===== src/rtl/core/hac_pkg.sv =====
// Shared types, register map and constants of the heading alignment controller.
package hac_pkg;

  localparam int YawW    = 16;
  localparam int TargetW = 17;
  localparam int ErrW    = 16;
  localparam int DriveW  = 15;
  localparam int MagW    = 17;
  localparam int TurnW   = 14;
  localparam int TolW    = 15;
  localparam int GainW   = 10;
  localparam int StableW = 8;
  localparam int SampleW = 16;
  localparam int AddrW   = 5;

  // Register indexes (byte address is four times the index).
  typedef enum logic [2:0] {
    REG_TARGET  = 3'd0,
    REG_TOL     = 3'd1,
    REG_GAIN    = 3'd2,
    REG_TURNMIN = 3'd3,
    REG_TURNMAX = 3'd4,
    REG_STABLE  = 3'd5,
    REG_TIMEOUT = 3'd6
  } reg_idx_t;

  localparam logic signed [TargetW-1:0] TargetRst  = '0;
  localparam logic [TolW-1:0]           TolRst     = TolW'(800);
  localparam logic [GainW-1:0]          GainRst    = GainW'(218);
  localparam logic [TurnW-1:0]          TurnMinRst = TurnW'(800);
  localparam logic [TurnW-1:0]          TurnMaxRst = TurnW'(2200);
  localparam logic [StableW-1:0]        StableRst  = StableW'(6);
  localparam logic [SampleW-1:0]        TimeoutRst = SampleW'(400);

  typedef enum logic [2:0] {
    ST_IDLE    = 3'd0,
    ST_TURN    = 3'd1,
    ST_SETTLE  = 3'd2,
    ST_ALIGNED = 3'd3,
    ST_TIMEOUT = 3'd4
  } status_t;

  typedef struct packed {
    logic signed [TargetW-1:0] heading_goal;
    logic [TolW-1:0]           tolerance;
    logic [GainW-1:0]          gain_q8;
    logic [TurnW-1:0]          turn_min;
    logic [TurnW-1:0]          turn_max;
    logic [StableW-1:0]        stable_needed;
    logic [SampleW-1:0]        timeout_samples;
  } cfg_t;

  // Word leaving the error stage.
  typedef struct packed {
    logic                   op;
    logic signed [ErrW-1:0] err;
  } err_word_t;

  // Word leaving the control stage.
  typedef struct packed {
    status_t                status;
    logic signed [ErrW-1:0] err;
    logic                   drive_on;
    logic                   neg;
    logic [MagW-1:0]        mag;
  } ctrl_word_t;

endpackage


===== src/rtl/core/hac_cfg_regs.sv =====
// APB register file holding the controller configuration.
module hac_cfg_regs
  import hac_pkg::*;
(
  input  logic             clk,
  input  logic             rst,
  input  logic             psel,
  input  logic             penable,
  input  logic             pwrite,
  input  logic [AddrW-1:0] paddr,
  input  logic [31:0]      pwdata,
  output logic [31:0]      prdata,
  output logic             pready,
  output cfg_t             cfg
);

  logic     wr_en;
  reg_idx_t idx;

  assign pready = 1'b1;
  assign wr_en  = psel && penable && pwrite && pready;
  assign idx    = reg_idx_t'(paddr[AddrW-1:2]);

  always_ff @(posedge clk) begin
    if (rst) begin
      cfg.heading_goal    <= TargetRst;
      cfg.tolerance       <= TolRst;
      cfg.gain_q8         <= GainRst;
      cfg.turn_min        <= TurnMinRst;
      cfg.turn_max        <= TurnMaxRst;
      cfg.stable_needed   <= StableRst;
      cfg.timeout_samples <= TimeoutRst;
    end else if (wr_en) begin
      unique case (idx)
        REG_TARGET:  cfg.heading_goal    <= signed'(pwdata[TargetW-1:0]);
        REG_TOL:     cfg.tolerance       <= pwdata[TolW-1:0];
        REG_GAIN:    cfg.gain_q8         <= pwdata[GainW-1:0];
        REG_TURNMIN: cfg.turn_min        <= pwdata[TurnW-1:0];
        REG_TURNMAX: cfg.turn_max        <= pwdata[TurnW-1:0];
        REG_STABLE:  cfg.stable_needed   <= pwdata[StableW-1:0];
        REG_TIMEOUT: cfg.timeout_samples <= pwdata[SampleW-1:0];
        default: ;
      endcase
    end
  end

  always_comb begin
    unique case (idx)
      REG_TARGET:  prdata = 32'(cfg.heading_goal);
      REG_TOL:     prdata = 32'(cfg.tolerance);
      REG_GAIN:    prdata = 32'(cfg.gain_q8);
      REG_TURNMIN: prdata = 32'(cfg.turn_min);
      REG_TURNMAX: prdata = 32'(cfg.turn_max);
      REG_STABLE:  prdata = 32'(cfg.stable_needed);
      REG_TIMEOUT: prdata = 32'(cfg.timeout_samples);
      default:     prdata = '0;
    endcase
  end

endmodule


===== src/rtl/core/hac_err_stage.sv =====
// Input register and heading error wrap stage.
module hac_err_stage
  import hac_pkg::*;
(
  input  logic                   clk,
  input  logic                   rst,
  input  cfg_t                   cfg,
  input  logic                   in_valid,
  output logic                   in_ready,
  input  logic                   in_op,
  input  logic signed [YawW-1:0] in_yaw,
  output logic                   out_valid,
  input  logic                   out_ready,
  output err_word_t              out_word
);

  logic                   in_vld;
  logic                   in_op_q;
  logic signed [YawW-1:0] yaw_q;
  logic                   ready2;
  logic signed [17:0]     diff;
  logic signed [17:0]     wrapped;

  assign ready2   = !out_valid || out_ready;
  assign in_ready = !in_vld || ready2;

  // The difference stays within plus or minus 98303, so at most three full
  // turns are taken off or added.
  assign diff = 18'(cfg.heading_goal) - 18'(yaw_q);

  always_comb begin
    if (diff > 18'sd90000) begin
      wrapped = diff - 18'sd108000;
    end else if (diff > 18'sd54000) begin
      wrapped = diff - 18'sd72000;
    end else if (diff > 18'sd18000) begin
      wrapped = diff - 18'sd36000;
    end else if (diff < -18'sd90000) begin
      wrapped = diff + 18'sd108000;
    end else if (diff < -18'sd54000) begin
      wrapped = diff + 18'sd72000;
    end else if (diff < -18'sd18000) begin
      wrapped = diff + 18'sd36000;
    end else begin
      wrapped = diff;
    end
  end

  always_ff @(posedge clk) begin
    if (rst) begin
      in_vld    <= 1'b0;
      out_valid <= 1'b0;
    end else begin
      if (in_ready) in_vld <= in_valid;
      if (ready2)   out_valid <= in_vld;
    end
  end

  always_ff @(posedge clk) begin
    if (in_ready && in_valid) begin
      in_op_q <= in_op;
      yaw_q   <= in_yaw;
    end
    if (ready2 && in_vld) begin
      out_word.op  <= in_op_q;
      out_word.err <= in_op_q ? '0 : wrapped[ErrW-1:0];
    end
  end

endmodule


===== src/rtl/core/hac_ctrl_stage.sv =====
// Run state, stable and sample counters, and the gain multiplier.
module hac_ctrl_stage
  import hac_pkg::*;
(
  input  logic       clk,
  input  logic       rst,
  input  cfg_t       cfg,
  input  logic       in_valid,
  output logic       in_ready,
  input  err_word_t  in_word,
  output logic       out_valid,
  input  logic       out_ready,
  output ctrl_word_t out_word
);

  logic               running;
  logic               running_next;
  logic [StableW-1:0] inband_count;
  logic [StableW-1:0] inband_count_next;
  logic [SampleW-1:0] sample_count;
  logic [SampleW-1:0] sample_count_next;
  logic [StableW-1:0] stable_inc;
  logic [SampleW-1:0] sample_inc;
  logic [ErrW-1:0]    abs_err;
  logic               in_band;
  logic [24:0]        prod;
  status_t            status;
  logic               drive_on;
  logic               take;

  assign in_ready   = !out_valid || out_ready;
  assign take       = in_ready && in_valid;
  assign abs_err    = in_word.err[ErrW-1] ? ErrW'(-in_word.err) : in_word.err;
  assign in_band    = abs_err <= {1'b0, cfg.tolerance};
  assign stable_inc = inband_count + 1'b1;
  assign sample_inc = sample_count + 1'b1;
  assign prod       = abs_err[TolW-1:0] * cfg.gain_q8;

  always_comb begin
    running_next      = running;
    inband_count_next = inband_count;
    sample_count_next = sample_count;
    status            = ST_IDLE;
    drive_on          = 1'b0;
    if (in_word.op) begin
      running_next      = 1'b1;
      inband_count_next = '0;
      sample_count_next = '0;
      status            = ST_TURN;
    end else if (!running) begin
      status = ST_IDLE;
    end else if (sample_count >= cfg.timeout_samples) begin
      running_next = 1'b0;
      status       = ST_TIMEOUT;
    end else if (in_band) begin
      inband_count_next = stable_inc;
      sample_count_next = sample_inc;
      if (stable_inc >= cfg.stable_needed) begin
        running_next = 1'b0;
        status       = ST_ALIGNED;
      end else if (sample_inc >= cfg.timeout_samples) begin
        running_next = 1'b0;
        status       = ST_TIMEOUT;
      end else begin
        status = ST_SETTLE;
      end
    end else begin
      inband_count_next = '0;
      sample_count_next = sample_inc;
      if (sample_inc >= cfg.timeout_samples) begin
        running_next = 1'b0;
        status       = ST_TIMEOUT;
      end else begin
        status   = ST_TURN;
        drive_on = 1'b1;
      end
    end
  end

  always_ff @(posedge clk) begin
    if (rst) begin
      running      <= 1'b0;
      inband_count <= '0;
      sample_count <= '0;
      out_valid    <= 1'b0;
    end else begin
      if (in_ready) out_valid <= in_valid;
      if (take) begin
        running      <= running_next;
        inband_count <= inband_count_next;
        sample_count <= sample_count_next;
      end
    end
  end

  always_ff @(posedge clk) begin
    if (take) begin
      out_word.status   <= status;
      out_word.err      <= in_word.err;
      out_word.drive_on <= drive_on;
      out_word.neg      <= in_word.err[ErrW-1];
      out_word.mag      <= prod[24:8];
    end
  end

endmodule


===== src/rtl/core/hac_out_stage.sv =====
// Turn command clamp and output register.
module hac_out_stage
  import hac_pkg::*;
(
  input  logic       clk,
  input  logic       rst,
  input  cfg_t       cfg,
  input  logic       in_valid,
  output logic       in_ready,
  input  ctrl_word_t in_word,
  output logic       out_valid,
  input  logic       out_ready,
  output logic [55:0] out_data
);

  logic [TurnW-1:0]         mag_clamped;
  logic signed [DriveW-1:0] right;
  logic signed [DriveW-1:0] left;

  assign in_ready = !out_valid || out_ready;

  // Lower bound first; with crossed bounds, below it gives min, else max.
  always_comb begin
    if (in_word.mag < MagW'(cfg.turn_min)) begin
      mag_clamped = cfg.turn_min;
    end else if (in_word.mag > MagW'(cfg.turn_max)) begin
      mag_clamped = cfg.turn_max;
    end else begin
      mag_clamped = in_word.mag[TurnW-1:0];
    end
  end

  always_comb begin
    if (!in_word.drive_on) begin
      right = '0;
    end else if (in_word.neg) begin
      right = -signed'({1'b0, mag_clamped});
    end else begin
      right = signed'({1'b0, mag_clamped});
    end
    left = -right;
  end

  always_ff @(posedge clk) begin
    if (rst) begin
      out_valid <= 1'b0;
    end else if (in_ready) begin
      out_valid <= in_valid;
    end
  end

  always_ff @(posedge clk) begin
    if (in_ready && in_valid) begin
      out_data <= {7'b0, in_word.status, in_word.err, right, left};
    end
  end

endmodule


===== src/rtl/core/heading_align_controller.sv =====
// Top level of the heading alignment controller.
//
// Turn-in-place heading alignment: a word with tuser high starts a run, each
// following yaw word yields one result word with opposed wheel drives, the
// wrapped heading error and a status code. One word is taken every cycle
// unless the output is held off, and every word gives exactly one result; the
// pipeline runs input register, error wrap, control (run state, counters and
// gain multiplier) and output clamp, and each stage holds its word under
// backpressure while the stages ahead of it keep filling. The run counters
// are updated once per word in the control stage. Configuration must be written
// over APB only while no word is in flight; the block does not enforce this.
module heading_align_controller
  import hac_pkg::*;
(
  input  logic             clk,
  input  logic             rst,
  input  logic             s_tvalid,
  output logic             s_tready,
  input  logic [15:0]      s_tdata,   // yaw[15:0]
  input  logic             s_tuser,   // op: 0 yaw sample, 1 start run
  output logic             m_tvalid,
  input  logic             m_tready,
  // left_drive[14:0], right_drive[29:15], heading_error[45:30], status[48:46]
  output logic [55:0]      m_tdata,
  input  logic             psel,
  input  logic             penable,
  input  logic             pwrite,
  input  logic [AddrW-1:0] paddr,
  input  logic [31:0]      pwdata,
  output logic [31:0]      prdata,
  output logic             pready
);

  cfg_t       cfg;
  logic       err_valid;
  logic       err_ready;
  err_word_t  err_word;
  logic       ctrl_valid;
  logic       ctrl_ready;
  ctrl_word_t ctrl_word;

  hac_cfg_regs u_regs (
    .clk     (clk),
    .rst     (rst),
    .psel    (psel),
    .penable (penable),
    .pwrite  (pwrite),
    .paddr   (paddr),
    .pwdata  (pwdata),
    .prdata  (prdata),
    .pready  (pready),
    .cfg     (cfg)
  );

  hac_err_stage u_err (
    .clk       (clk),
    .rst       (rst),
    .cfg       (cfg),
    .in_valid  (s_tvalid),
    .in_ready  (s_tready),
    .in_op     (s_tuser),
    .in_yaw    (signed'(s_tdata)),
    .out_valid (err_valid),
    .out_ready (err_ready),
    .out_word  (err_word)
  );

  hac_ctrl_stage u_ctrl (
    .clk       (clk),
    .rst       (rst),
    .cfg       (cfg),
    .in_valid  (err_valid),
    .in_ready  (err_ready),
    .in_word   (err_word),
    .out_valid (ctrl_valid),
    .out_ready (ctrl_ready),
    .out_word  (ctrl_word)
  );

  hac_out_stage u_out (
    .clk       (clk),
    .rst       (rst),
    .cfg       (cfg),
    .in_valid  (ctrl_valid),
    .in_ready  (ctrl_ready),
    .in_word   (ctrl_word),
    .out_valid (m_tvalid),
    .out_ready (m_tready),
    .out_data  (m_tdata)
  );

endmodule


===== config.mk =====
export PLATFORM = sky130hd
export DESIGN_NAME = heading_align_controller
export DESIGN_NICKNAME = d
export VERILOG_FILES = /design/src/rtl/core/hac_pkg.sv /design/src/rtl/core/hac_cfg_regs.sv /design/src/rtl/core/hac_err_stage.sv /design/src/rtl/core/hac_ctrl_stage.sv /design/src/rtl/core/hac_out_stage.sv /design/src/rtl/core/heading_align_controller.sv
export SDC_FILE = /design/constraint.sdc
export NUM_CORES = 1
export LEC_CHECK = 0
export BUFFER_PORTS_ARGS = -buffer_cell sky130_fd_sc_hd__buf_2
export CAP_MARGIN = 25
export CELL_PAD_IN_SITES_DETAIL_PLACEMENT = 1
export CELL_PAD_IN_SITES_GLOBAL_PLACEMENT = 2
export CORE_MARGIN = 5
export CORE_UTILIZATION = 30
export CTS_BUF_LIST = sky130_fd_sc_hd__clkbuf_4
export DETAILED_ROUTE_END_ITERATION = 10
export GPL_TIMING_DRIVEN = 1
export MAX_ROUTING_LAYER = met4
export PLACE_DENSITY_LB_ADDON = 0.1
export SLEW_MARGIN = 10
export SYNTH_ARGS = -nofsm -noshare
export SYNTH_HDL_FRONTEND = slang
export SYNTH_SLANG_ARGS = --single-unit

===== constraint.sdc =====
create_clock -name clk -period 6.5 [get_ports clk]
set_input_delay 0.65 -clock clk [delete_from_list [all_inputs] [get_ports clk]]
set_output_delay 0.65 -clock clk [all_outputs]
set_load 0.01 [all_outputs]

=== After elaboration in Yosys (flattened, before gate mapping) ===
Index checks and enable logic that the tools add are counted.

* Bits in registers: 244
* Word-level logic and storage cells: 117
* Output and inout port bits: 91
* Input port bits: 61

* $mul: 1
* Order comparisons: 12
* Bitwise gates (word level): 1
* Add/subtract/negate cells: 12
* Multiplexer cells: 31
* Reductions and logical operators: 27
* Equal/unequal tests: 7

{| class="wikitable"
|+ Operator list
! operator !! number
|-
| $pmux 32 s7 || 1
|-
| $mux 16 || 10
|-
| $add 16x16->16 const B || 2
|-
| $ge 16x16->1 || 2
|-
| $mux 8 || 4
|-
| $sub 16x16->16 const B || 2
|-
| $mux 15 || 2
|-
| $mux 14 || 2
|-
| $mul 15x10->25 || 1
|-
| $gt 18x16->1 const B || 1
|-
| $gt 18x17->1 const B || 1
|-
| $gt 18x18->1 const B || 1
|-
| $lt 18x16->1 const B || 1
|-
| $lt 18x17->1 const B || 1
|-
| $lt 18x18->1 const B || 1
|-
| $sub 17x16->18 || 1
|-
| $gt 17x14->1 || 1
|-
| $lt 17x14->1 || 1
|-
| $add 16x1->16 const B || 1
|-
| $add 16x14->16 const B || 1
|-
| $le 16x15->1 || 1
|-
| $neg 16->16 || 1
|-
| $sub 16x14->16 const B || 1
|-
| $mux 3 || 5
|-
| other kinds (20) || 46
|}

=== Longest topological paths before layout ===
* Word-level depth: 8
* Depth in mapped cells: 29
* Mapped depth without buffers: 27

=== Hierarchy ===
Synthesis repeated with hierarchy kept, for this count alone.

* Cell total of the unflattened synthesis: 2,282
* Area total of the unflattened synthesis: 21,131.5 µm²

{| class="wikitable"
|+ By module, submodules not included
! module !! instances !! area each (µm²) !! cells an instance
|-
| hac_ctrl_stage || 1 || 8,724.6 || 932
|-
| hac_cfg_regs || 1 || 4,689.5 || 501
|-
| hac_err_stage || 1 || 4,267.8 || 512
|-
| hac_out_stage || 1 || 3,449.6 || 337
|}

=== Least setup slack after synthesis ===
Ideal clock, no wire load.

* Kind: reg2reg
* Start: reg u_err.out_word[4] in the netlist's numbering
* End: reg u_ctrl.out_word[16] in the netlist's numbering (data pin)
* Data required time: 6.240 ns
* Path slack: -0.633 ns
* Buffers on the path: 1
* Setup time: 0.260 ns
* Period minus slack after synthesis: 7.133 ns
* Cell stages (with the launch flop): 29
* Arrival time: 6.873 ns
* Path through: edfxtp_1 -> nor3_1 -> nand2_1 -> or3_1 -> or4_1 -> o21ai_0 -> xnor2_1 -> clkbuf_1 -> nand2_1 -> fa_1 -> inv_1 -> fa_1 -> fa_1 -> fa_1 -> inv_1 -> fa_1 -> inv_1 -> ha_1 -> o21a_1 -> o21a_1 -> nand3_1 -> a2111oi_0 -> a211o_1 -> a221oi_1 -> o21bai_1 -> a21o_1 -> a21oi_1 -> o21bai_1 -> xnor2_1

* Word-level cells in the longest chain between the ends: 3

{| class="wikitable"
|+ Ends and longest elaborated chain
! what !! line !! RTL
|-
| start: declaration || hac_err_stage.sv:14 || <nowiki>output err_word_t out_word</nowiki>
|-
| $neg 16->16 || hac_ctrl_stage.sv:33 || <nowiki>assign abs_err = in_word.err[ErrW-1] ? ErrW'(-in_word.err) : in_word.err;</nowiki>
|-
| $mux 16 * || hac_ctrl_stage.sv:33 ||
|-
| $mul 15x10->25 * || hac_ctrl_stage.sv:37 || <nowiki>assign prod = abs_err[TolW-1:0] * cfg.gain_q8;</nowiki>
|-
| via u_ctrl.prod[24] || hac_ctrl_stage.sv:26 || <nowiki>logic [24:0] prod;</nowiki>
|-
| end: declaration || hac_ctrl_stage.sv:13 || <nowiki>output ctrl_word_t out_word</nowiki>
|}

The timed path passes the listed nets; every way through them passes the cells marked *.
A chain may end at the register's enable or synchronous reset.

=== Final worst setup path ===
Ends and elaborated chain as after synthesis.

==> impl_metrics.yaml <==
floorplanning:
  die_x_um: 267
  dieHeight_um: 267
  ioPinCount: 152
  coreArea_um2: 65600
  start_util_pct: 30.2
  die_area_um2: 71200
  fp-row-count: 94
sta:
  fin_crit_ns: 6.74
  worst_pin_slew_ns: 1.01
  skew_ns: 0.0575
  final_hold_viol_count: 0
  slew_viol_final: 0
  fmax_mhz: 148
  setup_viol: 3
  fin_ws_ns: -0.243
  fin_crit_sh_pct: 104
  slew_headroom_pct: 32.6
  rsz0062_at_grt: "yes"
critical_path:
  r2r_cells: 25
  cp_max_fo: 5
  slowest_stage: "fa_1"
  worstSetupStartpoint: "u_err.out_word[4]"
  crit_family: "adder cells"
  r2r_end: "u_ctrl.out_word[16]"
  cp_num_cells: 25
  crit_end: "u_ctrl.out_word[16]"
  slowest_delay_ns: 0.53
  cpMostUsedCell: "fa_1"
  crit_buf_inv: 4
  end_kind: "flop"
  timing.rr.start: "u_err.out_word[4]"
  path_class: "flop to flop"
  start_kind: "flop"
  rrSetupSlack_ns: -0.24
  crit_arrival_ns: 7.23
  required_ns: 6.99
logic_synthesis:
  ys.flop_type: "dfxtp_1"
  syn_inst: 2234
  syn_area_um2: 19800
  yosys_warnings: 0
  synthArstFlopShare_pct: 0
  ys_ff_latch: 242
  avgSynthCellArea_um2: 8.86
  synth_cell_types: 83
  ys_seq_area_share_pct: 30.5
  synth-edff-count: 119
placed_design:
  dpl-instance-area_um2: 22000
  place_ws_ns: -0.558
  globalplace.congestion: 0.878
  place_hpwl_um: 55600
  port_buffers: 126
  place_inst: 3222
layout:
  nets: 2798
  syn2layout_area_growth_pct: 18.4
  register_area_um2: 6040
  drive_above_1_share_pct: 18.6
  multi_input_area_um2: 12800
  stdcell_count: 3386
  design_area_um2: 23400
  fillers: 7716
global_route:
  grt_pass1_vias: 18300
  gr-total-overflow: 0
  grt_usage_pct: 20.5
  antenna_found_initial: 3
  grt_pass1_wl_um: 110000
  grt_max_degree: 82
flow_run:
  cap_viol_max_count: 0
run_status:
  status: "finished, violations left"
  violations: "negative setup slack"
detailed_routing:
  drt-initial-drc-count: 756
  wire_per_inst_um: 21.2
  routed_via_density: 5.08
  ant_nets: 0
  vias: 17200
  routed_wirelength_um: 71700
  dr.pass1.iters: 5
  drc_errors: 0
clock_tree:
  cts_sinks: 242
  cts.path.max_buffers: 3
  clk_pin_slew_ns: 0.06
  cts_tree: "built"
  cts_buffers: 75
  cts-root-buf: "clkbuf_4"
  clkLatencyLatePin_ns: 0.79
  h-tree-depth: 3
power:
  leakagePower_nw: 10.0
  ir_drop_uv: 331
  powerDensity_nw_per_um2: 357
hold_path:
  hold_class: "input port to flop"
## cells by family (layout without fill, tap and decap cells)
logic type      after synthesis  after routing  synth area share, %
compound gates              490            490                 16.5
xor+xnor                     84             84                 3.72
simple gates                761            761                 18.3
buf+inv                     328            608                 6.78
other cells                   2             10               0.0379
flops                       242            242                 30.5
mux                          56             56                 3.20
fa+ha+maj                   271            271                 21.0
## Yosys cell counts (7+ instances only)
cell type	instances	area share, %
and3_1	20	0.63
o21ai_0	82	2.1
mux2i_1	43	2.2
a21oi_1	139	3.5
o21bai_1	8	0.30
mux2_2	8	0.45
ha_1	169	11
o211ai_1	26	0.99
o22ai_1	11	0.35
a31oi_1	34	1.1
nand3_1	61	1.5
inv_1	195	3.7
o221ai_1	14	0.62
o31ai_1	7	0.27
xnor2_1	53	2.3
nor4_1	11	0.35
buf_4	24	0.91
clkbuf_1	92	1.7
o21a_1	23	0.87
nand2b_1	19	0.60
dfxtp_1	123	12
fa_1	102	10
or2_2	11	0.35
nor2_1	120	2.3
edfxtp_1	119	18
nand2_1	310	5.9
and2_1	101	3.2
a21o_1	28	1.1
a211oi_1	11	0.42
or3_1	22	0.70
nor2b_1	22	0.70
a211o_1	8	0.35
a22oi_1	8	0.30
a31o_2	7	0.31
a22o_1	8	0.35
buf_2	11	0.28
nand4_1	17	0.54
xor2_1	31	1.4
nor3_1	26	0.66
## worst min-delay path by stage
stage	cells after the start	end	from
3_5_place_dp	0	u_out.out_data[33]	u_ctrl.out_word[22]
2_1_floorplan	0	u_out.out_data[30]	u_ctrl.out_word[19]
6_report	3	u_regs.cfg[93]	pwdata[16]
5_1_grt	3	u_regs.cfg[93]	pwdata[16]
3_3_place_gp	0	u_out.out_data[46]	u_ctrl.out_word[35]
4_1_cts	3	u_regs.cfg[93]	pwdata[16]
## placed cells by master (no fill, tap or decap), types with 102 or more instances in the layout
cell	count
a21oi_1	135
buf_2	126
buf_4	136
dfxtp_1	123
edfxtp_1	119
fa_1	102
ha_1	162
inv_1	192
nand2_1	305
nor2_1	118
## final cells by class
| type | count | area share (%) |
|---|---|---|
| repair buffers | 282 | 7.95 |
| multi-input cells | 1670 | 54.5 |
| diodes | 2 | 0.0214 |
| clock inverters | 37 | 0.998 |
| well taps | 864 | 4.61 |
| clock buffers | 94 | 3.01 |
| flip-flops and latches | 242 | 25.8 |
| inverters | 195 | 3.12 |
## worst min-delay path: stages
cell and delay [ns]:
buf_2 0.10, nand2_1 0.05, a21oi_1 0.05
## sequential cells by signal (all words and copies together), names as in the netlist
register,flops
u_regs.cfg,94
u_out.out_data,48
u_ctrl.out_word,37
u_err.out_word,17
u_ctrl.sample_count,16
u_err.yaw_q,16
u_ctrl.inband_count,8
u_ctrl.out_valid,1
u_ctrl.running,1
u_err.in_op_q,1
u_err.in_vld,1
u_err.out_valid,1
u_out.out_valid,1
## routing by layer
layer | routed length (um) | GRT usage [%] | vias up
li1 | - | - | 8270
met1 | 33500 | 26.8 | 8525
met2 | 33900 | 33.2 | 293
met3 | 2330 | 2.64 | 98
met4 | 1960 | 6.23 | 0
met5 | 0 | - | -
## report_power, final
part           internal (mW)  leakage [nW]  switching [mW]
combinational           2.41          7.35            2.46
clock                  0.804         0.549           0.742
sequential              1.86          2.11          0.0965
total                   5.07          10.0            3.30
## what timing repair did
| item | 4_1_cts | 5_1_grt |
|---|---|---|
| endpoints found under the hold margin | 13 | 0 |
| hold buffers | 13 | 0 |
| pin swaps | 10 | 8 |
| setup buffers | 6 | 10 |
| resized for setup | 26 | 22 |
| setup endpoints to repair | 11 | 12 |
## metrics by stage
stage / total power [mW] / TNS [ns] / hold WS, ns / util [%]
after floorplan: 4.80 / -0.132 / 0.400 / -
after global placement: 6.42 / -1.78 / 0.406 / 33.4
after detailed placement: 6.51 / -3.03 / 0.406 / 33.5
after CTS: 8.30 / -0.745 / 0.00318 / 35.4
after global routing: 9.22 / -2.78 / 0.00716 / 35.7
final: 8.37 / -0.670 / 0.107 / 35.7
No activity file was read; power rests on OpenSTA's default activity.
